## config.mk

```make
export PLATFORM = sky130hd
export DESIGN_NAME = max_heap_priority_queue
export DESIGN_NICKNAME = d
export VERILOG_FILES = /design/src/design/mhpq_pkg.sv /design/src/design/mhpq_cell.sv /design/src/design/max_heap_priority_queue.sv
export SDC_FILE = /design/constraint.sdc
export NUM_CORES = 2
export LEC_CHECK = 0
export BUFFER_PORTS_ARGS = -buffer_cell sky130_fd_sc_hd__buf_2
export CAP_MARGIN = 40
export CORE_MARGIN = 3
export CORE_UTILIZATION = 50
export DETAILED_ROUTE_END_ITERATION = 8
export GPL_ROUTABILITY_DRIVEN = 0
export PLACE_DENSITY = 0.65
export SKIP_CTS_REPAIR_TIMING = 1
export SLEW_MARGIN = 10
export SYNTH_ARGS = -nofsm -noshare
export SYNTH_HDL_FRONTEND = slang
export SYNTH_SLANG_ARGS = --single-unit
```

## constraint.sdc

```tcl
create_clock -name clk_i -period 6.2 [get_ports clk_i]
set_input_delay 0.31 -clock clk_i [delete_from_list [all_inputs] [get_ports clk_i]]
set_output_delay 0.31 -clock clk_i [all_outputs]
set_load 0.005 [all_outputs]
```

## src/design/mhpq_pkg.sv

```systemverilog
// ----------------------------------------------------------------------------
// mhpq_pkg
// Types and constants of the max priority queue.
// ----------------------------------------------------------------------------
`default_nettype none

package mhpq_pkg;

  localparam int KeyW            = 32;
  localparam int StatusW         = 2;
  localparam int FillW           = 5;
  localparam int DefaultCapacity = 31;

  // command codes on the input port
  typedef enum logic {
    CMD_PUSH = 1'b0,
    CMD_POP  = 1'b1
  } cmd_e;

  // result status codes
  typedef enum logic [StatusW-1:0] {
    ST_OK    = 2'd0,
    ST_EMPTY = 2'd1,
    ST_FULL  = 2'd2
  } status_e;

  // operation broadcast to the cell row
  typedef enum logic [1:0] {
    CELL_HOLD = 2'd0,
    CELL_PUSH = 2'd1,
    CELL_POP  = 2'd2
  } cell_op_e;

  // what a cell shows its neighbors
  typedef struct packed {
    logic                   vld;
    logic                   ge;   // holds a key >= the broadcast key
    logic signed [KeyW-1:0] key;
  } link_t;

endpackage

`default_nettype wire

```

## src/design/mhpq_cell.sv

```systemverilog
// ----------------------------------------------------------------------------
// mhpq_cell
// One slot of the sorted key row; shifts toward its neighbors on push/pop.
// ----------------------------------------------------------------------------
`default_nettype none

module mhpq_cell (
  input  wire logic                             clk_i,
  input  wire logic                             rst_ni,
  input  wire mhpq_pkg::cell_op_e               op_i,
  input  wire logic signed [mhpq_pkg::KeyW-1:0] bkey_i,
  input  wire mhpq_pkg::link_t                  left_i,
  input  wire mhpq_pkg::link_t                  right_i,
  output mhpq_pkg::link_t                       link_o
);
  import mhpq_pkg::*;

  logic                   vld_q, vld_d;
  logic signed [KeyW-1:0] key_q, key_d;
  logic                   ge;

  // this slot keeps its key on a push
  assign ge     = vld_q && (key_q >= bkey_i);
  assign link_o = '{vld: vld_q, ge: ge, key: key_q};

  // next slot contents
  always_comb begin
    key_d = key_q;
    vld_d = vld_q;
    unique case (op_i)
      CELL_HOLD: begin
      end
      CELL_PUSH: begin
        if (!ge) begin
          if (left_i.ge) begin
            key_d = bkey_i;
            vld_d = 1'b1;
          end else begin
            key_d = left_i.key;
            vld_d = left_i.vld;
          end
        end
      end
      CELL_POP: begin
        key_d = right_i.key;
        vld_d = right_i.vld;
      end
      default: begin
      end
    endcase
  end

  // occupancy flag
  always_ff @(posedge clk_i or negedge rst_ni) begin
    if (!rst_ni) begin
      vld_q <= 1'b0;
    end else begin
      vld_q <= vld_d;
    end
  end

  // key payload
  always_ff @(posedge clk_i) begin
    key_q <= key_d;
  end

endmodule

`default_nettype wire

```

## src/design/max_heap_priority_queue.sv

```systemverilog
// ----------------------------------------------------------------------------
// max_heap_priority_queue
// Max priority queue of signed keys held sorted in a row of cells.
// ----------------------------------------------------------------------------
// channel   direction  handshake          payload
// command   in         start_i / busy_o   cmd_i, key_i
// result    out        strobe_o           value_o, status_o, fill_o
//
// The cell row updates at the accepting edge, and the result shows in the
// next cycle with strobe_o for one cycle. busy_o is high during that result
// cycle, so no new command is accepted while a result is shown; capacity
// does not change the timing.
// Reset empties the row by clearing the cell occupancy flags.
// The receiver cannot stall the result.
`default_nettype none

module max_heap_priority_queue #(
  parameter int Capacity = mhpq_pkg::DefaultCapacity
) (
  input  wire logic                              clk_i,
  input  wire logic                              rst_ni,
  input  wire logic                              start_i,
  output logic                                   busy_o,
  input  wire logic                              cmd_i,
  input  wire logic signed [mhpq_pkg::KeyW-1:0]  key_i,
  output logic                                   strobe_o,
  output logic signed [mhpq_pkg::KeyW-1:0]       value_o,
  output logic [mhpq_pkg::StatusW-1:0]           status_o,
  output logic [mhpq_pkg::FillW-1:0]             fill_o
);
  import mhpq_pkg::*;

  localparam int CntW = $clog2(Capacity + 1);

  logic                   accept;
  logic                   full, empty;
  cell_op_e               op;
  status_e                status_d;
  logic signed [KeyW-1:0] value_d;
  logic [CntW-1:0]        count_q, count_d;
  logic [CntW+FillW-1:0]  count_ext;

  logic                   strobe_q;
  logic signed [KeyW-1:0] value_q;
  status_e                status_q;
  logic [CntW-1:0]        fill_q;

  link_t links [Capacity];

  assign accept = start_i && !busy_o;
  assign full   = (count_q == CntW'(Capacity));
  assign empty  = (count_q == '0);

  // command decode
  always_comb begin
    op       = CELL_HOLD;
    status_d = ST_OK;
    value_d  = '0;
    count_d  = count_q;
    if (accept) begin
      unique case (cmd_e'(cmd_i))
        CMD_PUSH: begin
          if (full) begin
            status_d = ST_FULL;
          end else begin
            op      = CELL_PUSH;
            count_d = count_q + CntW'(1);
          end
        end
        CMD_POP: begin
          if (empty) begin
            status_d = ST_EMPTY;
          end else begin
            op      = CELL_POP;
            value_d = links[0].key;
            count_d = count_q - CntW'(1);
          end
        end
        default: begin
        end
      endcase
    end
  end

  // cell row, largest key in slot zero
  for (genvar i = 0; i < Capacity; i++) begin : g_cell
    link_t left, right;
    if (i == 0) begin : g_first
      assign left = '{vld: 1'b1, ge: 1'b1, key: '0};
    end else begin : g_mid_l
      assign left = links[i-1];
    end
    if (i == Capacity - 1) begin : g_last
      assign right = '{vld: 1'b0, ge: 1'b0, key: '0};
    end else begin : g_mid_r
      assign right = links[i+1];
    end
    mhpq_cell u_cell (
      .clk_i   (clk_i),
      .rst_ni  (rst_ni),
      .op_i    (op),
      .bkey_i  (key_i),
      .left_i  (left),
      .right_i (right),
      .link_o  (links[i])
    );
  end

  // fill count and result strobe
  always_ff @(posedge clk_i or negedge rst_ni) begin
    if (!rst_ni) begin
      count_q  <= '0;
      strobe_q <= 1'b0;
    end else begin
      count_q  <= count_d;
      strobe_q <= accept;
    end
  end

  // result payload
  always_ff @(posedge clk_i) begin
    if (accept) begin
      value_q  <= value_d;
      status_q <= status_d;
      fill_q   <= count_d;
    end
  end

  // fill reported modulo the field width
  assign count_ext = (CntW+FillW)'(fill_q);

  assign busy_o   = strobe_q;
  assign strobe_o = strobe_q;
  assign value_o  = value_q;
  assign status_o = status_q;
  assign fill_o   = count_ext[FillW-1:0];

endmodule

`default_nettype wire

```

Word-level counts from Yosys, hierarchy flattened
Index checks and enable logic that the tools add are counted.
Widths: inputs -> output; s select.
- equal/unequal tests: 34
- reductions and logical operators: 67
- multiplexer cells: 195
- bitwise gates (word level): 1
- add/subtract/negate cells: 2
- magnitude comparators: 31
- operator list (kind ; number):
    $pmux 32 s2 ; 31
    $mux 32 ; 61
    $ge 32x32->1 ; 31
    $mux 1 ; 63
    $ne 2x2->1 const B ; 31
    $pmux 1 s2 ; 31
    $reduce_and 2->1 ; 31
    $logic_and 1x1->1 ; 32
    $mux 5 ; 3
    $pmux 5 s2 ; 1
    $pmux 2 s2 ; 2
    $mux 2 ; 3
    $add 5x1->5 const B ; 1
    $eq 5x5->1 const B ; 1
    $logic_not 5->1 ; 1
    $sub 5x1->5 const B ; 1
    $eq 2x1->1 const B ; 1
    $eq 2x2->1 const B ; 1
    $reduce_bool 2->1 ; 1
    $reduce_or 2->1 ; 1
    $logic_not 1->1 ; 1
    $not 1->1 ; 1
- output and inout bits: 41
- logic and storage cells: 397
- input port bits: 36
- bits in registers: 1068

Logic depth before layout (Yosys ltp)
- word-level depth: 7
- depth in mapped cells: 14
- mapped depth without buffers: 10

By module
A second synthesis with hierarchy kept.
- cell total of the unflattened synthesis: 8378
- area total of the unflattened synthesis: 80592.3 um^2
- modules (own cells, without submodules) (module ; area each (um^2) ; cells an instance ; instances):
    mhpq_cell at g_cell[0].u_cell ... ; 2538.7 ; 266 ; 30
    mhpq_cell at g_cell[19].u_cell ; 2539.9 ; 266 ; 1
    max_heap_priority_queue ; 1891.8 ; 132 ; 1

Worst setup path before layout
Ideal clock, no wire load.
- kind: input to register
- from: input key_i[31] (netlist bit)
- to: register g_cell[28].u_cell.key_q[0] (enable)
- required time: 5734 ps
- arrival: 5724 ps
- path slack: 11 ps
- path buffers: 4
- stages on the path: 13
- cell sequence: clkbuf_1 > buf_1 > inv_1 > ha_1 > nand4_1 > nor2_1 > a22o_1 > or4_1 > mux2_2 > a211o_1 > buf_2 > buf_6 > o21ai_0
- longest elaborated chain between the ends: 4
- ends and longest elaborated chain (item ; RTL line ; text):
    from (decl) ; max_heap_priority_queue.sv:25 ; input wire logic signed [mhpq_pkg::KeyW-1:0] key_i,
    $ge 32x32->1 ; mhpq_cell.sv:23 ; assign ge = vld_q && (key_q >= bkey_i);
    $logic_and 1x1->1 ; mhpq_cell.sv:23 ;
    $ne 2x2->1 (no line) ; - ;
    $reduce_and 2->1 (no line) ; - ;
    to (signal assigned) ; mhpq_cell.sv:64 ; key_q <= key_d;
    to (decl) ; mhpq_cell.sv:19 ; logic signed [KeyW-1:0] key_q, key_d;
No other way between the ends.
A chain may end at the register's enable or synchronous reset.

Final worst setup path
- from: register g_cell[2].u_cell.key_q[31]
- to: register g_cell[2].u_cell.key_q[27] (enable)
- longest elaborated chain between the ends: 4
- ends and longest elaborated chain (item ; RTL line):
    from (decl) ; mhpq_cell.sv:19
    from (signal assigned) ; mhpq_cell.sv:64
    $ge 32x32->1 ; mhpq_cell.sv:23
    $logic_and 1x1->1 ; mhpq_cell.sv:23
    $ne 2x2->1 (no line) ; -
    $reduce_and 2->1 (no line) ; -
No other way between the ends.

==> flow_metrics.env <==
export IMPL_outcome="finished, final reports clean"
export IMPL_grt_start_max_net_pins=201
export IMPL_worst_path_most_repeated_cell="buf_4"
export IMPL_antenna_found_initial=16
export IMPL_firstDrtPassIters=9
export IMPL_critPathKind="reg -> reg"
export IMPL_pin_count=77
export IMPL_crit_fanout=34
export IMPL_grt_usage_pct=35.4
export IMPL_syn_area_sq_um=75600
export IMPL_multi_input_area_sq_um=41100
export IMPL_clkSinkCount=1068
export IMPL_fmax_mhz=237
export IMPL_hold_violations=0
export IMPL_rr_worst_depth=10
export IMPL_initial_core_util_pct=50.4
export IMPL_synth_seq_area_share_pct=42.2
export IMPL_rr_endpoint="g_cell[2].u_cell.key_q[27]"
export IMPL_fin_cells=9841
export IMPL_wl_met1_microns=112000
export IMPL_cpPeakStageDelay_ns=0.66
export IMPL_ys_ff_latch=1068
export IMPL_setup_tns_ns=0
export IMPL_drtIter0Drc=8631
export IMPL_clk_pin_slew_ns=0.06
export IMPL_drc=0
export IMPL_r2r_start="g_cell[2].u_cell.key_q[31]"
export IMPL_grt_pass1_wl_microns=412000
export IMPL_syn_nets=8779
export IMPL_crit_chain="ha_1 > nand4_1 > or2_1 > or4_4 > o41ai_2 > nor4b_4 > buf_4 > nor2_4 > o21ai_4 > buf_4"
export IMPL_wl_met3_microns=36600
export IMPL_placed_cells_incl_taps=9581
export IMPL_post_route_period_util_pct=68.0
export IMPL_tightest_slew_ns=1.15
export IMPL_path_delay_family="simple AND/OR/NAND/NOR gates"
export IMPL_rows=142
export IMPL_power_density_nw_per_um2=359
export IMPL_cts_tree="built"
export IMPL_regArea_sq_um=31900
export IMPL_ys_types=72
export IMPL_ys_flop_type="edfxtp_1"
export IMPL_endpoint_kind="flip-flop"
export IMPL_design_die_area_sq_um=156000
export IMPL_arrival_ns=4.74
export IMPL_hp_class="in -> async"
export IMPL_num_vias=65600
export IMPL_synth_edf_count=1031
export IMPL_totalWireLength_microns=285000
export IMPL_path_buf_inv=2
export IMPL_power_leakage_nw=32.7
export IMPL_routedWlPerCell_microns=28.9
export IMPL_period_minus_slack_ns=4.22
export IMPL_highest_layer="met5"
export IMPL_slew_viol_final=0
export IMPL_chipHeight_microns=395
export IMPL_core_area_sq_um=150000
export IMPL_final_nets=8734
export IMPL_ant_nets=0
export IMPL_peakVddDrop_mv=0.287
export IMPL_insertion_delay_ns=0.79
export IMPL_syn_avg_cell_area_sq_um=9.76
export IMPL_ctsLongestPathBuffers=3
export IMPL_yosysWarnings=0
export IMPL_fillers=13000
export IMPL_finalSetupViolCount=0
export IMPL_cpMaxStageDelayCell="nor2_4"
export IMPL_grt_pass1_vias=61500
export IMPL_cts_buffers=132
export IMPL_die_width_microns=395
export IMPL_max_cap_violations=0
export IMPL_rsz0062_at_grt="false"
export IMPL_drive_gt1_share_pct=8.51
export IMPL_port_buffers=76
export IMPL_route_met2_wl_microns=115000
export IMPL_cts_max_level=4
export IMPL_start_kind="flip-flop"
export IMPL_area_growth_pct=10.6
export IMPL_root_buffer="clkbuf_16"
export IMPL_max_slew_margin_pct=23.6
export IMPL_synthArstFlopShare_pct=3.46
export IMPL_grt_overflow=0
export IMPL_critPathRequiredTime_ns=6.72
export IMPL_syn_instance_count=7749
export IMPL_r2r_slack_ns=1.98
export IMPL_viasPerCell=6.67
export IMPL_detailed_place_hpwl_microns=205000
export IMPL_clock_skew_ns=0.0338
-- layout by cell type, fill, tap and decap left out, drive strengths merged, types with 21 or more instances in the layout --
cell type	count
and2	48
a21o	158
o21ai	988
clkinv	37
buf	337
nand2	1042
mux2i	553
a21oi	920
a41oi	35
ha	994
dfrtp	37
o211ai	126
edfxtp	1031
nand4	202
inv	107
nand3	162
nor3	50
clkbuf	186
nor2	450
a221oi	21
-- layer usage --
layer  vias to the layer above  track usage (%)
met5                         -            0.123
met4                        14             22.7
met3                       775             9.16
met2                      4279             49.4
met1                     31400             48.5
li1                      29100                -
-- final cells by class --
| type | count | area share (%) |
|---|---|---|
| inverters | 101 | 0.453 |
| clock buffers | 186 | 4.64 |
| repair buffers | 340 | 3.80 |
| clock inverters | 57 | 0.723 |
| multi-input cells | 6061 | 49.2 |
| flip-flops and latches | 1068 | 38.1 |
| well taps | 2016 | 3.02 |
| diodes | 12 | 0.0359 |
-- logic make-up after synthesis --
kind of cell	synth area share (%)
buffers and inverters	3.83
adder cells (fa/ha/maj)	16.4
flip-flops	42.2
multiplexers	7.47
AND/OR/NAND/NOR	12.3
AO/OA/AOI/OAI	17.8
XOR/XNOR	0.0116
-- worst min-delay path, delay by kind of cell --
family / cells / cell delay (ns)
buf+inv: 3 / 0.88
-- power breakdown --
part	leakage [nW]	internal, mW	switching [mW]
logic	20.3	3.94	6.17
registers	10.2	10.1	1.63
clock network	2.20	4.80	3.31
total	32.7	18.9	11.1
-- worst max-delay path by stage --
stage | start | to | slack [ns] | depth (start not counted)
floorplan | key_i[31] | g_cell[28].u_cell.key_q[0] | 0.01 | 13
global placement | key_i[30] | g_cell[28].u_cell.key_q[11] | 1.23 | 11
detailed placement | key_i[27] | g_cell[2].u_cell.key_q[24] | 1.40 | 13
CTS | g_cell[2].u_cell.key_q[31] | g_cell[2].u_cell.key_q[19] | 2.04 | 10
global route | g_cell[2].u_cell.key_q[31] | g_cell[2].u_cell.key_q[26] | 1.74 | 10
finish | g_cell[2].u_cell.key_q[31] | g_cell[2].u_cell.key_q[27] | 1.98 | 10
-- flip-flops by register name, indices dropped and copies added (netlist names) --
signal	cells
busy_o	1
count_q	5
fill_o	5
g_cell.u_cell.key_q	992
g_cell.u_cell.vld_q	31
status_o	2
value_o	32
-- cells in the mapped netlist (13+ instances only) --
cell | instances | area [sq um]
inv_1 | 101 | 379
o21a_1 | 14 | 105
nor2b_1 | 18 | 113
dfrtp_1 | 37 | 926
buf_4 | 31 | 233
and3_1 | 18 | 113
nor4_1 | 20 | 125
or4_1 | 18 | 135
o21ai_1 | 108 | 541
nor3_1 | 50 | 250
nor2_1 | 448 | 1680
o21ai_0 | 880 | 4400
a41oi_1 | 35 | 307
nand2_1 | 1042 | 3910
a221oi_1 | 21 | 184
clkbuf_1 | 309 | 1160
o31ai_1 | 14 | 105
o211ai_1 | 126 | 946
nor3b_1 | 13 | 97.6
a31oi_1 | 15 | 93.8
and2_1 | 47 | 294
a211o_1 | 14 | 123
buf_6 | 41 | 462
a211oi_1 | 16 | 120
buf_1 | 25 | 93.8
edfxtp_1 | 1031 | 31000
and4_1 | 18 | 158
a21o_1 | 158 | 1190
buf_2 | 112 | 561
a21boi_0 | 20 | 150
nand3_1 | 162 | 811
a21oi_1 | 919 | 4600
mux2i_1 | 553 | 5540
nand4_1 | 202 | 1260
ha_1 | 994 | 12400
-- per-stage QoR --
stage	power, mW	hold slack (ns)	worst slack (ns)	util [%]	instance area [sq um]
after floorplan	18.3	0.0144	0.0106	-	75600
after global placement	21.0	0.537	1.23	52.1	78200
after detailed placement	21.6	0.287	1.40	52.7	79000
after CTS	29.7	-0.550	2.04	55.7	83500
after global routing	31.3	0.0338	1.74	55.7	83600
final	30.0	0.0282	1.98	55.8	83600
Power figures use the tool's default switching activity.
